==> src/hw/rtl/mbec_pkg.sv <==
// Package for the escape-time counter: sequencer states, multiplier operand
// codes, register map and the control/status structs between sequencer and datapath.
// No dependencies.
`default_nettype none

package mbec_pkg;

	// Q4.28 format
	localparam int unsigned QFRAC = 28;

	// Register map, word index = paddr[4:2]
	localparam logic [2:0] REG_CORNER_R = 3'd0;
	localparam logic [2:0] REG_CORNER_I = 3'd1;
	localparam logic [2:0] REG_STEP_R   = 3'd2;
	localparam logic [2:0] REG_STEP_I   = 3'd3;
	localparam logic [2:0] REG_LIMIT    = 3'd4;

	// Reset values of the registers
	localparam logic [31:0] RST_CORNER_R = 32'hE800_0000;
	localparam logic [31:0] RST_CORNER_I = 32'h1800_0000;
	localparam logic [31:0] RST_STEP_R   = 32'h000C_0000;
	localparam logic [31:0] RST_STEP_I   = 32'hFFF4_0000;
	localparam logic [15:0] RST_LIMIT    = 16'd256;

	typedef enum logic [3:0] {
		ST_IDLE,
		ST_PT_R,
		ST_PT_I,
		ST_PT_C,
		ST_SQR_R,
		ST_SQR_I,
		ST_CROSS,
		ST_UPDATE,
		ST_DONE
	} state_t;

	// Operand pair for the shared multiplier
	typedef enum logic [2:0] {
		MUL_PX,
		MUL_PY,
		MUL_RR,
		MUL_II,
		MUL_RI
	} mul_op_t;

	// Source of the staged escape count
	typedef enum logic [1:0] {
		RES_ZERO,
		RES_PREV,
		RES_LIMIT,
		RES_IDX
	} res_sel_t;

	typedef struct packed {
		logic     ready;
		mul_op_t  op;
		logic     ld_pix;
		logic     ld_cr;
		logic     ld_ci;
		logic     clr_z;
		logic     ld_rr;
		logic     ld_ii;
		logic     ld_ri;
		logic     ld_z;
		logic     ld_res;
		res_sel_t res_sel;
		logic     ld_out;
	} ctrl_t;

	typedef struct packed {
		logic in_valid;
		logic pt_ovf;
		logic mag_esc;
		logic at_limit;
		logic z_ovf;
		logic slot_free;
	} stat_t;

endpackage

`default_nettype wire

==> src/hw/rtl/mbec_mul.sv <==
// Shared signed 32x32 multiplier, full 64-bit product.
// Depends on nothing; the caller registers the product.
`default_nettype none

module mbec_mul (
	input  wire logic signed [31:0] a,
	input  wire logic signed [31:0] b,
	output logic signed [63:0]      p
);

	// Form the exact product
	assign p = 64'(a) * 64'(b);

endmodule

`default_nettype wire

==> src/hw/rtl/mbec_seq.sv <==
// Sequencer for the escape-time counter: walks point setup and the
// four-step iteration loop. Depends on mbec_pkg.
`default_nettype none

module mbec_seq
	import mbec_pkg::*;
(
	input  wire logic  clk,
	input  wire logic  arst_n,
	input  wire stat_t stat,
	output ctrl_t      ctrl
);

	state_t state_q;
	state_t state_d;

	// State register
	always_ff @(posedge clk or negedge arst_n) begin
		if (!arst_n) begin
			state_q <= ST_IDLE;
		end else begin
			state_q <= state_d;
		end
	end

	// Next state; ready is high in idle, so a valid input is taken there
	always_comb begin
		state_d = state_q;
		case (state_q)
			ST_IDLE: begin
				if (stat.in_valid) state_d = ST_PT_R;
			end
			ST_PT_R:  state_d = ST_PT_I;
			ST_PT_I:  state_d = ST_PT_C;
			ST_PT_C: begin
				state_d = stat.pt_ovf ? ST_DONE : ST_SQR_R;
			end
			ST_SQR_R: state_d = ST_SQR_I;
			ST_SQR_I: state_d = ST_CROSS;
			ST_CROSS: begin
				state_d = (stat.mag_esc || stat.at_limit) ? ST_DONE : ST_UPDATE;
			end
			ST_UPDATE: begin
				state_d = stat.z_ovf ? ST_DONE : ST_SQR_R;
			end
			ST_DONE: begin
				if (stat.slot_free) state_d = ST_IDLE;
			end
			default: state_d = ST_IDLE;
		endcase
	end

	// Control outputs
	always_comb begin
		ctrl         = '0;
		ctrl.op      = MUL_RR;
		ctrl.res_sel = RES_ZERO;
		case (state_q)
			ST_IDLE: begin
				ctrl.ready  = 1'b1;
				ctrl.ld_pix = stat.in_valid;
			end
			ST_PT_R: begin
				ctrl.op    = MUL_PX;
				ctrl.ld_ri = 1'b1;
			end
			ST_PT_I: begin
				ctrl.ld_cr = 1'b1;
				ctrl.op    = MUL_PY;
				ctrl.ld_ri = 1'b1;
			end
			ST_PT_C: begin
				ctrl.ld_ci   = 1'b1;
				ctrl.clr_z   = 1'b1;
				ctrl.ld_res  = stat.pt_ovf;
				ctrl.res_sel = RES_ZERO;
			end
			ST_SQR_R: begin
				ctrl.op    = MUL_RR;
				ctrl.ld_rr = 1'b1;
			end
			ST_SQR_I: begin
				ctrl.op    = MUL_II;
				ctrl.ld_ii = 1'b1;
			end
			ST_CROSS: begin
				ctrl.op = MUL_RI;
				if (stat.mag_esc) begin
					ctrl.ld_res  = 1'b1;
					ctrl.res_sel = RES_PREV;
				end else if (stat.at_limit) begin
					ctrl.ld_res  = 1'b1;
					ctrl.res_sel = RES_LIMIT;
				end else begin
					ctrl.ld_ri = 1'b1;
				end
			end
			ST_UPDATE: begin
				if (stat.z_ovf) begin
					ctrl.ld_res  = 1'b1;
					ctrl.res_sel = RES_IDX;
				end else begin
					ctrl.ld_z = 1'b1;
				end
			end
			ST_DONE: begin
				ctrl.ld_out = stat.slot_free;
			end
			default: ctrl = '0;
		endcase
	end

endmodule

`default_nettype wire

==> src/hw/rtl/mandelbrot_escape_count.sv <==
// Escape-time counter for z <- z*z - c in signed Q4.28, top level with
// datapath and register file. Depends on mbec_pkg, mbec_mul, mbec_seq.
//
//   channel   dir  handshake          payload
//   s_*       in   s_tvalid/s_tready  s_tdata: pixel_x[11:0], pixel_y[23:12]
//   m_*       out  m_tvalid/m_tready  m_tdata: escape_count[15:0]
//   apb       in   psel/penable       5 registers at byte address 4*i
//
// The time from a pixel's input transaction to m_tvalid grows with u, the number
// of z updates (iteration_limit if nothing escapes), plus an update step for an
// iterate that leaves the format; a point off the format skips the loop. The shared
// 32x32 multiplier runs three times per iteration, then an update step.
// s_tready is high only while the sequencer idles, from the cycle m_tvalid rises;
// a result stalled by m_tready waits in a staging register. arst_n clears control.
`default_nettype none

module mandelbrot_escape_count
	import mbec_pkg::*;
(
	input  wire logic        clk,
	input  wire logic        arst_n,
	// input stream
	input  wire logic        s_tvalid,
	output logic             s_tready,
	input  wire logic [23:0] s_tdata,   // pixel_x[11:0], pixel_y[23:12]
	// output stream
	output logic             m_tvalid,
	input  wire logic        m_tready,
	output logic [15:0]      m_tdata,   // escape_count[15:0]
	// configuration
	input  wire logic        psel,
	input  wire logic        penable,
	input  wire logic        pwrite,
	input  wire logic [4:0]  paddr,
	input  wire logic [31:0] pwdata,
	output logic [31:0]      prdata,
	output logic             pready
);

	ctrl_t ctrl;
	stat_t stat;

	logic signed [31:0] corner_r_q, corner_i_q, step_r_q, step_i_q;
	logic [15:0]        limit_q;

	logic [11:0]        px_q, py_q;
	logic signed [31:0] cr_q, ci_q, zr_q, zi_q;
	logic               cr_ovf_q;
	logic signed [63:0] rr_q, ii_q, ri_q;
	logic [15:0]        idx_q;
	logic [15:0]        res_q;
	logic               out_vld_q;
	logic [15:0]        out_q;

	logic signed [31:0] mul_a, mul_b;
	logic signed [63:0] mul_p;
	logic signed [63:0] cr_sum, ci_sum, rdiff, nr_w, ni_w;
	logic [64:0]        mag;
	logic               cfg_wr, ci_ovf, nr_ovf, ni_ovf;

	// Configuration writes
	assign pready = 1'b1;
	assign cfg_wr = psel & penable & pwrite & pready;

	always_ff @(posedge clk or negedge arst_n) begin
		if (!arst_n) begin
			corner_r_q <= RST_CORNER_R;
			corner_i_q <= RST_CORNER_I;
			step_r_q   <= RST_STEP_R;
			step_i_q   <= RST_STEP_I;
			limit_q    <= RST_LIMIT;
		end else if (cfg_wr) begin
			case (paddr[4:2])
				REG_CORNER_R: corner_r_q <= pwdata;
				REG_CORNER_I: corner_i_q <= pwdata;
				REG_STEP_R:   step_r_q   <= pwdata;
				REG_STEP_I:   step_i_q   <= pwdata;
				REG_LIMIT:    limit_q    <= pwdata[15:0];
				default: ;
			endcase
		end
	end

	// Register readback
	always_comb begin
		case (paddr[4:2])
			REG_CORNER_R: prdata = corner_r_q;
			REG_CORNER_I: prdata = corner_i_q;
			REG_STEP_R:   prdata = step_r_q;
			REG_STEP_I:   prdata = step_i_q;
			REG_LIMIT:    prdata = {16'd0, limit_q};
			default:      prdata = '0;
		endcase
	end

	// Select multiplier operands
	always_comb begin
		case (ctrl.op)
			MUL_PX: begin
				mul_a = $signed({20'd0, px_q});
				mul_b = step_r_q;
			end
			MUL_PY: begin
				mul_a = $signed({20'd0, py_q});
				mul_b = step_i_q;
			end
			MUL_RR: begin
				mul_a = zr_q;
				mul_b = zr_q;
			end
			MUL_II: begin
				mul_a = zi_q;
				mul_b = zi_q;
			end
			MUL_RI: begin
				mul_a = zr_q;
				mul_b = zi_q;
			end
			default: begin
				mul_a = zr_q;
				mul_b = zi_q;
			end
		endcase
	end

	mbec_mul u_mul (
		.a (mul_a),
		.b (mul_b),
		.p (mul_p)
	);

	// Point setup: corner plus scaled pixel, range check
	assign cr_sum = 64'(corner_r_q) + ri_q;
	assign ci_sum = 64'(corner_i_q) + ri_q;
	assign ci_ovf = !((&ci_sum[63:31]) || !(|ci_sum[63:31]));

	// Escape test on the current z: zr^2 + zi^2 >= 2.0 in Q8.56
	assign mag = {1'b0, rr_q} + {1'b0, ii_q};

	// Next z: floor((rr - ii) / 2^28) - cr and floor(ri / 2^27) - ci
	assign rdiff  = rr_q - ii_q;
	assign nr_w   = (rdiff >>> QFRAC) - 64'(cr_q);
	assign ni_w   = (ri_q >>> (QFRAC - 1)) - 64'(ci_q);
	assign nr_ovf = !((&nr_w[63:31]) || !(|nr_w[63:31]));
	assign ni_ovf = !((&ni_w[63:31]) || !(|ni_w[63:31]));

	assign stat.in_valid  = s_tvalid;
	assign stat.pt_ovf    = cr_ovf_q | ci_ovf;
	assign stat.mag_esc   = |mag[64:57];
	assign stat.at_limit  = (idx_q == limit_q);
	assign stat.z_ovf     = nr_ovf | ni_ovf;
	assign stat.slot_free = !out_vld_q || m_tready;

	mbec_seq u_seq (
		.clk    (clk),
		.arst_n (arst_n),
		.stat   (stat),
		.ctrl   (ctrl)
	);

	assign s_tready = ctrl.ready;

	// Datapath registers
	always_ff @(posedge clk) begin
		if (ctrl.ld_pix) begin
			px_q <= s_tdata[11:0];
			py_q <= s_tdata[23:12];
		end
		if (ctrl.ld_cr) begin
			cr_q     <= cr_sum[31:0];
			cr_ovf_q <= !((&cr_sum[63:31]) || !(|cr_sum[63:31]));
		end
		if (ctrl.ld_ci) ci_q <= ci_sum[31:0];
		if (ctrl.ld_rr) rr_q <= mul_p;
		if (ctrl.ld_ii) ii_q <= mul_p;
		if (ctrl.ld_ri) ri_q <= mul_p;
		if (ctrl.clr_z) begin
			zr_q  <= '0;
			zi_q  <= '0;
			idx_q <= '0;
		end else if (ctrl.ld_z) begin
			zr_q  <= nr_w[31:0];
			zi_q  <= ni_w[31:0];
			idx_q <= idx_q + 16'd1;
		end
		if (ctrl.ld_res) begin
			case (ctrl.res_sel)
				RES_ZERO:  res_q <= '0;
				RES_PREV:  res_q <= idx_q - 16'd1;
				RES_LIMIT: res_q <= limit_q;
				RES_IDX:   res_q <= idx_q;
				default:   res_q <= '0;
			endcase
		end
		if (ctrl.ld_out) out_q <= res_q;
	end

	// Output register valid: set on load, drop when the transaction completes
	always_ff @(posedge clk or negedge arst_n) begin
		if (!arst_n) begin
			out_vld_q <= 1'b0;
		end else if (ctrl.ld_out) begin
			out_vld_q <= 1'b1;
		end else if (m_tready) begin
			out_vld_q <= 1'b0;
		end
	end

	assign m_tvalid = out_vld_q;
	assign m_tdata  = out_q;

endmodule

`default_nettype wire

==> config.mk <==
export PLATFORM = sky130hd
export DESIGN_NAME = mandelbrot_escape_count
export DESIGN_NICKNAME = d
export VERILOG_FILES = /design/src/hw/rtl/mbec_pkg.sv /design/src/hw/rtl/mbec_mul.sv /design/src/hw/rtl/mbec_seq.sv /design/src/hw/rtl/mandelbrot_escape_count.sv
export SDC_FILE = /design/constraint.sdc
export NUM_CORES = 2
export LEC_CHECK = 0
export ABC_CLOCK_PERIOD_IN_PS = 33800
export BUFFER_PORTS_ARGS = -buffer_cell sky130_fd_sc_hd__buf_2
export CAP_MARGIN = 0
export CORE_MARGIN = 2
export CORE_UTILIZATION = 40
export DETAILED_ROUTE_END_ITERATION = 8
export SLEW_MARGIN = 20
export SYNTH_ARGS = -nofsm -noshare
export SYNTH_HDL_FRONTEND = slang
export SYNTH_SLANG_ARGS = --single-unit
==> constraint.sdc <==
create_clock -name clk -period 33.8 [get_ports clk]
set_input_delay 1.69 -clock clk [delete_from_list [all_inputs] [get_ports clk]]
set_output_delay 1.69 -clock clk [all_outputs]
set_load 0.03 [all_outputs]
==> flow_summary.yaml <==
run_status:
  status: "finished clean"
global_route:
  grt_pass1_wl_um: 398000
  grt_overflow: 0
  grt_pass1_vias: 60260
  antenna_found_initial: 10
  grtUsageTotal: 0.290
  grt_max_degree: 118
setup_path:
  worstSetupPathType: "register to register"
  r2r_slack_ns: 20.06
  critPathArrivalTime_ns: 14.03
  startpoint_type: "register"
  max_stage_delay_ns: 0.91
  worstSetupEndpointType: "register"
  cp_data_required_time_ns: 34.09
  reg2reg_depth: 40
  cp_common_cell: "fa_1"
  critPathSlowestCell: "xnor2_2"
  cp_max_fo: 52
layout:
  drive_above_1_share: 0.0818
  final_cell_mix: "inv_1, fa_1, nand2_1"
  register_area_sq_mm: 0.0148
  final_common_cell: "inv_1"
  multi_input_area_sq_mm: 0.0530
  fill_cells: 17892
  nets: 9547
  fin_area_sq_mm: 0.0791
  area_growth_pct: 7.52
  utilization: 0.433
route:
  wl_met2_um: 119000
  first_iter_violations: 5360
  vias: 59325
  totalWireLength_um: 270000
  drc_errors: 0
  drt_pass1_iterations: 6
  routedWlPerCell_um: 25.9
  drt-met1-wl_um: 106000
  dr.max_layer_used: "met5"
  via_per_inst: 5.70
  ant_nets: 0
  dr_wl_met3_um: 23800
placement:
  dp_hpwl_um: 211000
  pre_cts_ws_ns: 20.44
  place_area_sq_mm: 0.0771
  io_buffers: 115
  gp_congestion: 0.998
logic_synthesis:
  yosys.cell_types.count: 106
  syn_area_per_cell_sq_um: 9.27
  synth_top_area_share: 0.295
  synth_flop_cell: "edfxtp_1"
  yosys_warnings: 0
  synth_top_area_cell: "fa_1"
  synth_cells: 7940
  synth-edff-count: 313
  syn_area_sq_mm: 0.0736
  synth_area_leaders: "fa_1, edfxtp_1, ha_1"
  synth_nets: 9604
  async_flop_share: 0.275
  ys_seq_elements: 542
  ys_seq_area_frac: 0.201
timing:
  hold_violations: 0
  finalSetupViolCount: 0
  fin_crit_sh: 0.406
  clock_skew_ns: 0.0654
  rsz0062_at_grt: "false"
  slew_violations: 0
  fmax_ghz: 0.0728
  worstMarginPinSlew_ns: 1.23
  setup-tns-final_ns: 0
  relSlewSlack: 0.179
  finalCriticalPeriod_ns: 13.74
  worst_slack_ns: 20.06
hold_path:
  holdPathStages: 0
  min_path_type: "register to register"
clock_tree:
  post_cts_buffers: 0
  clk_pin_slew_ns: 0.07
  htreeDepth: 2
  cts_buffers: 55
  cts_tree: "yes"
  cts_buffer_depth: 3
  postCtsResizedCells: 0
  root_buffer: "clkbuf_16"
  numClockSinks: 542
  cts_hold_buffers: 0
  insertion_delay_ns: 0.70
floorplan:
  design.core.area_sq_mm: 0.183
  die_h_um: 433
  row_count: 157
  die_area_sq_mm: 0.187
  io_pins: 119
  initial_utilization: 0.402
  die_w_um: 433
job:
  max_cap_viol_count: 0
pwr:
  powerDensity_mw_per_mm2: 73.4
  p_leak_nw: 36.0
  power_w: 0.00581
  irDropWorstVdd_mv: 0.0733
==> stage by stage <==
stage	std cells	hold slack (ns)
2_1_floorplan	7940	0.400
4_1_cts	10393	0.424
3_5_place_dp	10289	0.408
3_3_place_gp	10289	0.407
6_report	10400	0.422
5_1_grt	10394	0.427
==> where the power goes <==
group | switching [W] | internal [W]
Combinational | 0.00267 | 0.00124
Sequential | 0.000223 | 0.000993
Clock | 0.000296 | 0.000381
==> final timing paths <==
path                                  start             end
min                                res_q[6]      m_tdata[6]
max                        u_seq.state_q[0]        ii_q[63]
min in group asynchronous            arst_n        m_tvalid
max reg2reg                u_seq.state_q[0]        ii_q[63]
min reg2reg                        res_q[6]      m_tdata[6]
max in group asynchronous            arst_n  corner_r_q[17]
==> cells by family after synthesis <==
kind of cell    Yosys count  synth area share
simple gates           2296             0.140
mux                     208            0.0338
buf+inv                1613            0.0831
fa+ha+maj              1596             0.382
flops                   542             0.201
xor+xnor                295            0.0351
other cells               1         0.0000510
compound gates         1389             0.125
==> flip-flops by register name, summed over array words and instances, names as in the netlist, 16 cells and up <==
name        flops
ci_q           32
res_q          16
corner_i_q     32
idx_q          16
rr_q           64
cr_q           32
step_i_q       32
m_tdata        16
corner_r_q     32
zr_q           32
ii_q           64
zi_q           32
ri_q           64
step_r_q       32
limit_q        16
==> layer usage <==
metal | vias up | track usage
met5 | - | 0
met4 | 4 | 0.186
met3 | 655 | 0.0624
met2 | 2538 | 0.447
met1 | 30124 | 0.368
li1 | 26004 | -
==> synth_stat cells (22+ instances only) <==
cell         n
inv_1     1243
fa_1      1086
nand2_1    821
nor2_1     777
ha_1       510
a21oi_1    383
clkbuf_1   325
edfxtp_1   313
o21ai_0    230
xnor2_1    201
mux2_2     160
a21o_1     147
dfrtp_1    127
nand3_1    117
xor2_1      94
a22oi_1     93
nand2b_1    88
dfxtp_1     80
nand4_1     80
nor2b_1     80
nor3_1      75
a211oi_1    61
o21a_1      54
a31oi_1     52
and2_1      48
o21bai_1    46
nor4_1      43
and3_1      37
or3_1       36
o211ai_1    33
mux2i_1     31
buf_1       25
o31ai_1     25
a22o_1      24
o21ai_1     23
dfstp_2     22
==> cell type report <==
class                   instances  area share
multi-input cells            5785       0.670
flip-flops and latches        542       0.187
inverters                    1245      0.0591
well taps                    2464      0.0390
repair buffers                254      0.0208
clock buffers                  74      0.0197
clock inverters                30     0.00512
diodes                          6    0.000190
==> critical path, delay by kind of cell, from the launching register on <==
kind	cells	cell delay, ns
simple gates	13	3.17
buf+inv	9	1.75
xor+xnor	1	0.91
flops	1	0.55
compound gates	8	2.68
fa+ha+maj	9	4.20
No activity file was read; power rests on OpenSTA's default activity.
